--- src/hw/rtl/lam_pkg.sv ---
// Shared types, constants and modular helpers for the lazy affine array.
package lam_pkg;

   localparam int VAL_W     = 24;
   localparam int OP_W      = 3;
   localparam int IDX_W     = 10;
   localparam int CNT_W     = 11;
   localparam int EPOCH_W   = 8;
   localparam int RED_W     = 25;
   localparam int LIM_W     = 27;
   localparam int STEP_W    = 4;
   localparam int BIT_W     = 5;
   localparam int IDX_STEPS = IDX_W;

   localparam logic [VAL_W-1:0] PRIME     = 24'd10000019;
   localparam logic [VAL_W-1:0] INV_EXP   = PRIME - 24'd2;
   localparam logic [RED_W-1:0] BARRETT_M = 25'((64'd1 << 48) / 64'd10000019);
   localparam logic [CNT_W-1:0] COUNT_RST = 11'd1024;

   // Opcodes
   localparam logic [OP_W-1:0] OP_ASSIGN = 3'd0;
   localparam logic [OP_W-1:0] OP_ADD    = 3'd1;
   localparam logic [OP_W-1:0] OP_MUL    = 3'd2;
   localparam logic [OP_W-1:0] OP_SET    = 3'd3;
   localparam logic [OP_W-1:0] OP_QELEM  = 3'd4;
   localparam logic [OP_W-1:0] OP_QTOT   = 3'd5;

   typedef logic [3:0] src_type;
   typedef logic [2:0] dst_type;
   typedef logic [3:0] alu_type;

   // Multiplier operand sources
   localparam src_type SRC_NONE  = 4'd0;
   localparam src_type SRC_V     = 4'd1;
   localparam src_type SRC_MULT  = 4'd2;
   localparam src_type SRC_ADD   = 4'd3;
   localparam src_type SRC_TOTAL = 4'd4;
   localparam src_type SRC_ACC   = 4'd5;
   localparam src_type SRC_BASE  = 4'd6;
   localparam src_type SRC_TMP   = 4'd7;
   localparam src_type SRC_RD    = 4'd8;
   localparam src_type SRC_COUNT = 4'd9;

   // Multiplier result destinations
   localparam dst_type DST_NONE  = 3'd0;
   localparam dst_type DST_MULT  = 3'd1;
   localparam dst_type DST_ADD   = 3'd2;
   localparam dst_type DST_TOTAL = 3'd3;
   localparam dst_type DST_ACC   = 3'd4;
   localparam dst_type DST_BASE  = 3'd5;

   // Small modular operations
   localparam alu_type ALU_NONE       = 4'd0;
   localparam alu_type ALU_OLD        = 4'd1;
   localparam alu_type ALU_TOT_SUB    = 4'd2;
   localparam alu_type ALU_TOT_ADDV   = 4'd3;
   localparam alu_type ALU_DIFF       = 4'd4;
   localparam alu_type ALU_INV_INIT   = 4'd5;
   localparam alu_type ALU_TOT_ADDMUL = 4'd6;
   localparam alu_type ALU_ADD_V      = 4'd7;
   localparam alu_type ALU_OUT        = 4'd8;
   localparam alu_type ALU_OUT_TOT    = 4'd9;
   localparam alu_type ALU_SETALL     = 4'd10;

   typedef struct packed {
      logic              latch;
      logic              idx_step;
      logic [STEP_W-1:0] idx_shift;
      logic              mem_rd;
      logic              mem_wr;
      logic              clr;
      logic              epoch_inc;
      logic              epoch_one;
      logic              mul_go;
      src_type           mul_a;
      src_type           mul_b;
      dst_type           dst;
      alu_type           alu;
   } cmd_type;

   typedef struct packed {
      logic            mul_done;
      logic            v_zero;
      logic            epoch_full;
      logic            clr_last;
      logic [OP_W-1:0] op;
   } status_type;

   function automatic logic [VAL_W-1:0] mod_add(input logic [VAL_W-1:0] a,
                                                input logic [VAL_W-1:0] b);
      logic [VAL_W:0] s;
      s = {1'b0, a} + {1'b0, b};
      if (s >= {1'b0, PRIME}) begin
         s = s - {1'b0, PRIME};
      end
      return s[VAL_W-1:0];
   endfunction

   function automatic logic [VAL_W-1:0] mod_sub(input logic [VAL_W-1:0] a,
                                                input logic [VAL_W-1:0] b);
      logic [VAL_W:0] s;
      s = {1'b0, a} + {1'b0, PRIME} - {1'b0, b};
      if (s >= {1'b0, PRIME}) begin
         s = s - {1'b0, PRIME};
      end
      return s[VAL_W-1:0];
   endfunction

endpackage

--- src/hw/rtl/lam_ctrl.sv ---
// Controller: sequences each operation as commands to the datapath.
module lam_ctrl (
   input  logic                clock,
   input  logic                reset,
   input  logic                start,
   output logic                busy,
   input  lam_pkg::status_type status,
   output lam_pkg::cmd_type    cmd
);

   localparam logic [4:0] S_CLEAR    = 5'd0;
   localparam logic [4:0] S_IDLE     = 5'd1;
   localparam logic [4:0] S_DISP     = 5'd2;
   localparam logic [4:0] S_IDX      = 5'd3;
   localparam logic [4:0] S_READ     = 5'd4;
   localparam logic [4:0] S_OLD_GO   = 5'd5;
   localparam logic [4:0] S_OLD_WAIT = 5'd6;
   localparam logic [4:0] S_TOT_SUB  = 5'd7;
   localparam logic [4:0] S_TOT_ADD  = 5'd8;
   localparam logic [4:0] S_DIFF     = 5'd9;
   localparam logic [4:0] S_INV_INIT = 5'd10;
   localparam logic [4:0] S_EXP      = 5'd11;
   localparam logic [4:0] S_EXP_MW   = 5'd12;
   localparam logic [4:0] S_EXP_SQ   = 5'd13;
   localparam logic [4:0] S_EXP_SW   = 5'd14;
   localparam logic [4:0] S_FIN_GO   = 5'd15;
   localparam logic [4:0] S_FIN_WAIT = 5'd16;
   localparam logic [4:0] S_ADD_GO   = 5'd17;
   localparam logic [4:0] S_ADD_WAIT = 5'd18;
   localparam logic [4:0] S_ADD_TAG  = 5'd19;
   localparam logic [4:0] S_MUL1_GO  = 5'd20;
   localparam logic [4:0] S_MUL1_W   = 5'd21;
   localparam logic [4:0] S_MUL2_GO  = 5'd22;
   localparam logic [4:0] S_MUL2_W   = 5'd23;
   localparam logic [4:0] S_MUL3_GO  = 5'd24;
   localparam logic [4:0] S_MUL3_W   = 5'd25;
   localparam logic [4:0] S_SET      = 5'd26;
   localparam logic [4:0] S_SCLR     = 5'd27;
   localparam logic [4:0] S_SET_GO   = 5'd28;
   localparam logic [4:0] S_SET_W    = 5'd29;
   localparam logic [4:0] S_OUT_TOT  = 5'd30;

   logic [4:0]                  state_ff, state_in;
   logic [lam_pkg::STEP_W-1:0]  step_ff, step_in;
   logic [lam_pkg::BIT_W-1:0]   bit_ff, bit_in;

   // Issue a product on the shared multiplier
   function automatic lam_pkg::cmd_type mul_cmd(input lam_pkg::cmd_type c,
                                                input lam_pkg::src_type a,
                                                input lam_pkg::src_type b);
      lam_pkg::cmd_type r;
      r        = c;
      r.mul_go = 1'b1;
      r.mul_a  = a;
      r.mul_b  = b;
      return r;
   endfunction

   always_comb begin
      state_in = state_ff;
      step_in  = step_ff;
      bit_in   = bit_ff;
      cmd      = '0;
      cmd.idx_shift = step_ff;

      case (state_ff)
         // Sweep the memory back to the never-written state
         S_CLEAR: begin
            cmd.clr = 1'b1;
            if (status.clr_last) begin
               cmd.epoch_one = 1'b1;
               state_in      = S_IDLE;
            end
         end
         S_IDLE: begin
            if (start) begin
               cmd.latch = 1'b1;
               state_in  = S_DISP;
            end
         end
         S_DISP: begin
            step_in = lam_pkg::STEP_W'(lam_pkg::IDX_STEPS - 1);
            case (status.op)
               lam_pkg::OP_ASSIGN: state_in = S_IDX;
               lam_pkg::OP_QELEM:  state_in = S_IDX;
               lam_pkg::OP_ADD:    state_in = S_ADD_GO;
               lam_pkg::OP_MUL:    state_in = status.v_zero ? S_SET : S_MUL1_GO;
               lam_pkg::OP_SET:    state_in = S_SET;
               lam_pkg::OP_QTOT:   state_in = S_OUT_TOT;
               default:            state_in = S_IDLE;
            endcase
         end
         // Reduce the index one bit position a cycle
         S_IDX: begin
            cmd.idx_step = 1'b1;
            if (step_ff == '0) begin
               state_in = S_READ;
            end else begin
               step_in = step_ff - 1'b1;
            end
         end
         S_READ: begin
            cmd.mem_rd = 1'b1;
            state_in   = S_OLD_GO;
         end
         // Present value of the entry: stored times multiplier tag, plus addend tag
         S_OLD_GO: begin
            cmd      = mul_cmd(cmd, lam_pkg::SRC_RD, lam_pkg::SRC_MULT);
            state_in = S_OLD_WAIT;
         end
         S_OLD_WAIT: begin
            if (status.mul_done) begin
               if (status.op == lam_pkg::OP_QELEM) begin
                  cmd.alu  = lam_pkg::ALU_OUT;
                  state_in = S_IDLE;
               end else begin
                  cmd.alu  = lam_pkg::ALU_OLD;
                  state_in = S_TOT_SUB;
               end
            end
         end
         S_TOT_SUB: begin
            cmd.alu  = lam_pkg::ALU_TOT_SUB;
            state_in = S_TOT_ADD;
         end
         S_TOT_ADD: begin
            cmd.alu  = lam_pkg::ALU_TOT_ADDV;
            state_in = S_DIFF;
         end
         S_DIFF: begin
            cmd.alu  = lam_pkg::ALU_DIFF;
            state_in = S_INV_INIT;
         end
         S_INV_INIT: begin
            cmd.alu  = lam_pkg::ALU_INV_INIT;
            bit_in   = '0;
            state_in = S_EXP;
         end
         // Square-and-multiply over the exponent bits, low bit first
         S_EXP: begin
            if (lam_pkg::INV_EXP[bit_ff]) begin
               cmd      = mul_cmd(cmd, lam_pkg::SRC_ACC, lam_pkg::SRC_BASE);
               state_in = S_EXP_MW;
            end else begin
               state_in = S_EXP_SQ;
            end
         end
         S_EXP_MW: begin
            if (status.mul_done) begin
               cmd.dst  = lam_pkg::DST_ACC;
               state_in = S_EXP_SQ;
            end
         end
         S_EXP_SQ: begin
            if (bit_ff == lam_pkg::BIT_W'(lam_pkg::VAL_W - 1)) begin
               state_in = S_FIN_GO;
            end else begin
               cmd      = mul_cmd(cmd, lam_pkg::SRC_BASE, lam_pkg::SRC_BASE);
               state_in = S_EXP_SW;
            end
         end
         S_EXP_SW: begin
            if (status.mul_done) begin
               cmd.dst  = lam_pkg::DST_BASE;
               bit_in   = bit_ff + 1'b1;
               state_in = S_EXP;
            end
         end
         // Store the difference times the inverse
         S_FIN_GO: begin
            cmd      = mul_cmd(cmd, lam_pkg::SRC_TMP, lam_pkg::SRC_ACC);
            state_in = S_FIN_WAIT;
         end
         S_FIN_WAIT: begin
            if (status.mul_done) begin
               cmd.mem_wr = 1'b1;
               state_in   = S_IDLE;
            end
         end
         // Add to all
         S_ADD_GO: begin
            cmd      = mul_cmd(cmd, lam_pkg::SRC_V, lam_pkg::SRC_COUNT);
            state_in = S_ADD_WAIT;
         end
         S_ADD_WAIT: begin
            if (status.mul_done) begin
               cmd.alu  = lam_pkg::ALU_TOT_ADDMUL;
               state_in = S_ADD_TAG;
            end
         end
         S_ADD_TAG: begin
            cmd.alu  = lam_pkg::ALU_ADD_V;
            state_in = S_IDLE;
         end
         // Multiply all: scale both tags and the total
         S_MUL1_GO: begin
            cmd      = mul_cmd(cmd, lam_pkg::SRC_MULT, lam_pkg::SRC_V);
            state_in = S_MUL1_W;
         end
         S_MUL1_W: begin
            if (status.mul_done) begin
               cmd.dst  = lam_pkg::DST_MULT;
               state_in = S_MUL2_GO;
            end
         end
         S_MUL2_GO: begin
            cmd      = mul_cmd(cmd, lam_pkg::SRC_ADD, lam_pkg::SRC_V);
            state_in = S_MUL2_W;
         end
         S_MUL2_W: begin
            if (status.mul_done) begin
               cmd.dst  = lam_pkg::DST_ADD;
               state_in = S_MUL3_GO;
            end
         end
         S_MUL3_GO: begin
            cmd      = mul_cmd(cmd, lam_pkg::SRC_TOTAL, lam_pkg::SRC_V);
            state_in = S_MUL3_W;
         end
         S_MUL3_W: begin
            if (status.mul_done) begin
               cmd.dst  = lam_pkg::DST_TOTAL;
               state_in = S_IDLE;
            end
         end
         // Set all: new epoch, or a full sweep when the epoch runs out
         S_SET: begin
            cmd.alu = lam_pkg::ALU_SETALL;
            if (status.epoch_full) begin
               state_in = S_SCLR;
            end else begin
               cmd.epoch_inc = 1'b1;
               state_in      = S_SET_GO;
            end
         end
         S_SCLR: begin
            cmd.clr = 1'b1;
            if (status.clr_last) begin
               cmd.epoch_one = 1'b1;
               state_in      = S_SET_GO;
            end
         end
         S_SET_GO: begin
            cmd      = mul_cmd(cmd, lam_pkg::SRC_V, lam_pkg::SRC_COUNT);
            state_in = S_SET_W;
         end
         S_SET_W: begin
            if (status.mul_done) begin
               cmd.dst  = lam_pkg::DST_TOTAL;
               state_in = S_IDLE;
            end
         end
         S_OUT_TOT: begin
            cmd.alu  = lam_pkg::ALU_OUT_TOT;
            state_in = S_IDLE;
         end
         default: begin
            state_in = S_IDLE;
         end
      endcase
   end

   always_ff @(posedge clock) begin
      if (reset) begin
         state_ff <= S_CLEAR;
         step_ff  <= '0;
         bit_ff   <= '0;
      end else begin
         state_ff <= state_in;
         step_ff  <= step_in;
         bit_ff   <= bit_in;
      end
   end

   assign busy = (state_ff != S_IDLE);

endmodule

--- config.mk ---
export PLATFORM = sky130hd
export DESIGN_NAME = lam_ctrl
export DESIGN_NICKNAME = d
export VERILOG_FILES = /design/src/hw/rtl/lam_pkg.sv /design/src/hw/rtl/lam_ctrl.sv
export SDC_FILE = /design/constraint.sdc
export NUM_CORES = 1
export LEC_CHECK = 0
export BUFFER_PORTS_ARGS = -buffer_cell sky130_fd_sc_hd__clkbuf_2
export CORE_MARGIN = 5
export CORE_UTILIZATION = 55
export DETAILED_ROUTE_END_ITERATION = 8
export GPL_ROUTABILITY_DRIVEN = 0
export PLACE_DENSITY = 0.81
export RECOVER_POWER = 100
export SLEW_MARGIN = 10
export SYNTH_ARGS = -nofsm -noshare
export SYNTH_HDL_FRONTEND = slang
export SYNTH_SLANG_ARGS = --single-unit
--- constraint.sdc ---
create_clock -name clock -period 2.7 [get_ports clock]
set_input_delay 0.27 -clock clock [delete_from_list [all_inputs] [get_ports clock]]
set_output_delay 0.27 -clock clock [all_outputs]
set_load 0.02 [all_outputs]
After elaboration in Yosys (flattened, before gate mapping)
Memory sizes are Yosys's and may differ from the RTL's. A register that Yosys moved wholly into a read port is not among the register bits.
Index checks and enable logic that the tools add are counted.
{"block": "op_classes", "muxes": 49, "addsub": 2, "eq_ne": 49, "order_cmp": 1, "reduce_logical": 13}
{"cell": "case mux 5 bit (27 select lines)", "n": 1}
{"cell": "== test 5 bit (second input constant)", "n": 16}
{"cell": "case mux 9 bit (8 select lines)", "n": 1}
{"cell": "2-to-1 mux 5 bit", "n": 14}
{"cell": "case mux 4 bit (11 select lines)", "n": 1}
{"cell": "== test 5 x 4 -> 1 bit (second input constant)", "n": 8}
{"cell": "2-to-1 mux 16 bit", "n": 2}
{"cell": "case mux 5 bit (5 select lines)", "n": 1}
{"cell": "!= test 2 bit (second input constant)", "n": 11}
{"cell": "case mux 1 bit (3 select lines)", "n": 7}
{"cell": "case mux 3 bit (7 select lines)", "n": 1}
{"cell": "== test 5 x 3 -> 1 bit (second input constant)", "n": 4}
{"cell": "2-to-1 mux 4 bit", "n": 4}
{"cell": "2-to-1 mux 3 bit", "n": 5}
{"cell": "AND reduction 11 bit", "n": 1}
{"cell": "== test 5 x 2 -> 1 bit (second input constant)", "n": 2}
{"cell": "case mux 5 bit (2 select lines)", "n": 1}
{"cell": "2-to-1 mux 1 bit", "n": 8}
{"cell": "case mux 4 bit (2 select lines)", "n": 1}
{"cell": "OR reduction 2 bit", "n": 4}
{"cell": "== test 3 x 2 -> 1 bit (second input constant)", "n": 2}
{"cell": "== test 3 bit (second input constant)", "n": 2}
{"cell": "less-than comparator 5 x 6 -> 1 bit (second input constant)", "n": 1}
{"cell": "adder 5 x 1 -> 5 bit (second input constant)", "n": 1}
{"cell": "other kinds (12)", "n": 15}
{"block": "totals", "n_memories": 1, "output_inout_bits": 28, "mem_bits_ro": 32, "in_bits": 10, "reg_bits": 14}
{"name": "(name not given)", "words": 32, "width": 1, "rd": 1, "rd_ports_with_merged_regs": 1, "wr": 0, "line_no": "lam_ctrl.sv:141", "source": "if (lam_pkg::INV_EXP[bit_ff]) begin"}

Depth between registers and ports, before layout
Gate-level depths: netlist of run 1.
{"block": "logic_depth", "ltp_word": 5, "depth_mapped": 9, "ltp_nobuf": 8}

Worst setup path after synthesis of run 1
No wires, ideal clock.
{"block": "synth_timing", "path_type": "flip-flop to output port", "from": "reg state_ff[2]", "to": "out cmd[3] (netlist name)", "arrival_time_ns": 1.912, "path_buffers": 3, "stages_incl_launch_ff": 6, "slack_ns": 0.518, "cell_sequence": "dfxtp_1 -> clkbuf_1 -> clkbuf_1 -> buf_1 -> nand4_1 -> a211oi_1"}
{"item": "start, declared", "line_no": "lam_ctrl.sv:43", "source": "logic [4:0] state_ff, state_in;"}
{"item": "start signal, assigned", "line_no": "lam_ctrl.sv:269", "source": "state_ff <= state_in;"}
{"item": "end, declared", "line_no": "lam_ctrl.sv:8", "source": "output lam_pkg::cmd_type cmd"}

==> flow_summary.ini, run 1 <==
[run_status]
run_status = finished, final reports clean

[sta]
hold-worst-slack_ns = 0.354
fin_skew_ns = 0.000884
period_utilization_pct = 93.2
fin_crit_ns = 2.52
report.final.slew_viol_count = 0
worst_pin_slew_ns = 0.620
setup_tns_ns = 0
unrepaired_setup_endpoints_after_global_routing = no
slew_headroom_pct = 58.6
post-route-worst-setup-slack_ns = 0.184
max_freq_mhz = 397
finalSetupViolations = 0
timing.final.hold_violations = 0

[power]
power_density_over_the_cells_nw_per_um2 = 812
total_leakage_power_nw = 0.711
power.ir.vdd_worst_mv = 0.311
finalPower_mw = 1.52

[drt]
drt-wirelength-per-cell_um = 15.9
first_iter_violations = 340
via_count = 1945
wl_met2_mm = 2.27
drt-pass1-iter-count = 5
wl_met3_um = 395
wirelength_met1_mm = 2.13
finalWirelength_mm = 4.90
vias_per_inst = 6.34
route.antenna.remaining_nets = 0
remaining_drc_errors = 0
maxUsedRoutingLayer = met4

[final_layout]
final_common_cell = nor2_1
drive_gt1_share_pct = 13.9
final_net_count = 290
final_standard_cell_utilization_of_the_core_pct = 62.5
instances_no_fill = 307
synthToLayoutAreaGrowth_pct = 10.9
fin_area_sq_um = 1880
antennaDiodeCount = 0
mostFrequentLayoutCells = 29 x nor2_1, 22 x clkbuf_1, 18 x nand2_1, 18 x clkbuf_2, 16 x o21ai_0

[grt]
grt-ovfl-total = 0
antenna_violations_before_repair = 0
first_global_vias = 1753
globalRouteTotalUtil_pct = 23.6
grt_max_degree = 21
grt_first_pass_wirelength_mm = 8.18

[yosys]
synth_compound_gate_area_share_pct = 29.8
mappedNetlistArea_sq_um = 1690
ys_async_sr_fraction_pct = 0
yosysWarningCount = 0
syn-mean-instance-area_sq_um = 6.94
synth.ff_latch_count = 15
ys.flop_type = dfxtp_1
synth.net_count = 259
synth.mux.area_fraction_pct = 4.14
seq_area_frac_synth_pct = 17.7
synth_cell_type_count = 56
synth_simple_gate_area_share_pct = 34.7
synth_edf_count = 0
largest_family_of_logic_cells_by_synthesized_area = simple AND/OR/NAND/NOR gates
postSynthCellCount = 244
synthXorXnorAreaFrac_pct = 1.03
synth_fa_ha_area_share_pct = 3.70

[cts]
cts-htree-levels = 1
cts_num_sinks = 15
clock_insertion_delay_worst_skew_ns = 0.29
cts_hold_buf = 0
cts_tree = yes
cts_made_buffers = 3
cts_root_buf = clkbuf_4
cts_buffer_depth = 2
post-cts-setup-buffers = 0
postCtsResizedCells = 0
clk_pin_slew_worst_paths_ns = 0.10

[critical_path]
setup.worst_path.class = register to output pin
regToRegStartpoint = state_ff[2]
path_depth = 5
critical_path.endpoint_type = output pin
largest_delay_contributor_family_on_the_critical_path = flip-flops
category_of_the_worst_setup_path_launch_point = register
crit_path_max_incr_delay_ns = 0.60
ff2ff_path_depth = 7
cp.required_ns = 2.43
arrival_time_of_data_at_the_critical_path_endpoint_ns = 2.25
worstPathMaxFanout = 20
cp_cell_sequence = buf_4 > nor2b_1 > nor2_1 > o32ai_1 > clkbuf_2
cp.buffers_inverters = 2
critical_path.startpoint = state_ff[3]
library_cell_contributing_the_largest_single_delay_on_the_critical_path = dfxtp_1

[floorplanning]
dieHeight_um = 65.5
rows = 20
width_of_the_die_um = 65.5
initial_core_util_pct = 56.4
core_sq_um = 3000
total_die_area_sq_um = 4290
design.portCount = 38

[placed_design]
pre_cts_slack_ns = 0.506
buffer_ports.inserted = 37
place.detailed.instances = 303
dp_area_sq_um = 1900
hpwlAfterDp_mm = 3.65

[hold_path]
timing.hold.worst.start = reset
worst_hold_path.num_cells = 2
hp-class = primary input to register

[job]
drv_cap = 0
## routing by layer
layer	GRT usage, %	vias up
met5	0	-
met4	6.48	0
met3	6.67	11
met2	37.7	109
met1	31.0	868
li1	-	957
## cell type report
cell class,instances,area [sq um]
clock inverters,1,7.51
repair buffers,48,233
clock buffers,3,22.5
inverters,13,48.8
flip-flops and latches,15,300
well taps,33,41.3
fillers,292,1130
multi-input cells,194,1220
## Yosys cell counts (3+ instances only)
cell       number  area share (%)
nor3b_1         3             1.3
a211oi_1        5             2.2
nor2b_1         8             3.0
nand3_1         7             2.1
a22oi_1         3             1.3
o2111ai_1       3             1.6
and2_1          3             1.1
and3_1          3             1.1
o311ai_0        4             2.1
dfxtp_1        15              18
nor2_1         29             6.4
ha_1            5             3.7
buf_1           5             1.1
nand2_1        18             4.0
o21ai_0        16             4.7
nand3b_1        4             1.8
a21oi_1        12             3.5
inv_1          11             2.4
mux2i_1         7             4.1
clkbuf_1       11             2.4
a31oi_1         6             2.2
buf_2           4             1.2
nor4_1          3             1.1
nand2b_1        5             1.8
or2_2           4             1.5
nor3_1         11             3.3
## logic make-up after synthesis
family          after synthesis
mux                           7
fa+ha+maj                     5
compound gates               72
xor+xnor                      2
flops                        15
simple gates                108
buf+inv                      35
## sequential cells by signal, indices dropped and copies added (netlist names), named ones only
name and flops:
step_ff 4, bit_ff 5, state_ff 5
## final timing paths
| path | to | slack (ns) |
|---|---|---|
| setup / recovery | cmd[1] | 0.18 |
| hold / removal | state_ff[4] | 0.35 |
| setup reg to reg | state_ff[4] | 0.42 |
| hold reg to reg | bit_ff[3] | 0.54 |
## power by group
part | total (mW) | internal, mW | switching (mW)
Clock | 0.139 | 0.0564 | 0.0823
Combinational | 1.06 | 0.368 | 0.697
Sequential | 0.320 | 0.258 | 0.0624
(Power assumes the default switching activity.)
==> run 2: changes to the inputs <==
--- a/config.mk
+++ b/config.mk
@@ -10,6 +10,7 @@
 export CORE_UTILIZATION = 55
 export DETAILED_ROUTE_END_ITERATION = 8
 export GPL_ROUTABILITY_DRIVEN = 0
+export GPL_TIMING_DRIVEN = 0
 export PLACE_DENSITY = 0.81
 export RECOVER_POWER = 100
 export SLEW_MARGIN = 10
==> flow_summary.ini, run 2 (same netlist as run 1, synthesis figures left out) <==
[final_layout]
reg.largest.list = bit_ff (5), state_ff (5), step_ff (4)
synthToLayoutAreaGrowth_pct = 13.3
fillerInstances = 285
instances_no_fill = 317
drive_gt1_share_pct = 14.8
area_taken_by_multi_input_logic_gates_sq_um = 1240
final_common_cell = clkbuf_1
mostFrequentLayoutCells = 30 x clkbuf_1, 29 x nor2_1, 25 x clkbuf_2
final_net_count = 300
antennaDiodeCount = 0
sequential_cell_area_sq_um = 300

[placed_design]
buffer_ports.inserted = 36
place.detailed.instances = 313
pre_cts_slack_ns = 0.326
hpwlAfterDp_mm = 3.83

[cts]
cts_tree = yes
cts_hold_buf = 0
clock_insertion_delay_worst_skew_ns = 0.29
clk_pin_slew_worst_paths_ns = 0.09
cts_num_sinks = 15
postCtsResizedCells = 1
cts-htree-levels = 1
cts_root_buf = clkbuf_4
cts_made_buffers = 3
post-cts-setup-buffers = 0
cts_buffer_depth = 2

[sta]
period_utilization_pct = 95.0
setup_tns_ns = 0
fin_crit_ns = 2.56
finalSetupViolations = 0
max_freq_mhz = 390
fin_skew_ns = 0.00429
slew_headroom_pct = 64.4
unrepaired_setup_endpoints_after_global_routing = no
report.final.slew_viol_count = 0
post-route-worst-setup-slack_ns = 0.136
hold-worst-slack_ns = 0.443
worst_pin_slew_ns = 0.534
timing.final.hold_violations = 0

[critical_path]
setup.worst_path.class = register to output pin
critical_path.endpoint_type = output pin
worstPathMaxFanout = 10
category_of_the_worst_setup_path_launch_point = register
ff2ff_path_depth = 9
arrival_time_of_data_at_the_critical_path_endpoint_ns = 2.29
cp.required_ns = 2.43

[floorplanning]
dieHeight_um = 65.5
core_sq_um = 3000
total_die_area_sq_um = 4290
width_of_the_die_um = 65.5
initial_core_util_pct = 56.4
design.portCount = 38
rows = 20

[drt]
vias_per_inst = 6.27
route.antenna.remaining_nets = 0
first_iter_violations = 250
drt-wirelength-per-cell_um = 15.9
via_count = 1989
drt-pass1-iter-count = 5
remaining_drc_errors = 0
finalWirelength_mm = 5.03

[job]
drv_cap = 0

[power]
total_leakage_power_nw = 0.734
power_density_over_the_cells_nw_per_um2 = 808
power.ir.vdd_worst_mv = 0.389

[grt]
grt_use_met1_pct = 32.5
globalRouteTotalUtil_pct = 24.2
first_global_vias = 1842
antenna_violations_before_repair = 0
grt_max_degree = 11
grtUsageMet3_pct = 3.08
grt-ovfl-total = 0
busiest_layer = met2
grt_first_pass_wirelength_mm = 8.25
grt_met2_use_pct = 39.1

[run_status]
run_status = finished, final reports clean

[hold_path]
hp-class = primary input to register
worst_hold_path.num_cells = 2
run 2: path summary, 6_finish.rpt:
kind                     from           to  slack (ns)
setup / recovery  state_ff[4]      cmd[11]        0.14
hold / removal          reset  state_ff[3]        0.44
setup reg to reg   step_ff[0]  state_ff[0]        0.21
hold reg to reg     bit_ff[3]    bit_ff[3]        0.54
run 2: power breakdown:
| part | internal (mW) | leakage (nW) | switching, mW |
|---|---|---|---|
| sequential | 0.258 | 0.122 | 0.0399 |
| clock | 0.0551 | 0.0177 | 0.0750 |
| combinational | 0.379 | 0.594 | 0.744 |
| total | 0.692 | 0.734 | 0.859 |
run 2: stage by stage:
step                      total power [mW]  instance area, sq um  util, %
after global placement                1.41                  1910     63.7
after floorplan                       1.13                  1690        -
final                                 1.55                  1920     63.9
after detailed placement              1.42                  1910     63.7
after CTS                             1.55                  1940     64.7
after global routing                  1.67                  1920     63.9
run 2: critical path: stages, from the launching register on:
cell	delay, ns
dfxtp_1	0.33
clkbuf_2	0.24
clkbuf_1	0.35
clkbuf_1	0.43
mux2i_1	0.24
a32oi_1	0.09
mux2i_1	0.15
clkbuf_2	0.18
run 2: final cells by class:
type	count	share of cell area (%)
Multi-Input combinational cell	194	64.7
Sequential cell	15	15.7
Timing Repair Buffer	36	8.28
Buffer	22	5.22
Inverter	13	2.54
Tap cell	33	2.15
Clock buffer	3	1.17
Clock inverter	1	0.261
run 2: per-layer routing:
metal  wire, um  share of wire (%)
met1       2200                 44
met2       2220                 44
met3        457                9.1
met4        160                3.2
met5          0                  0
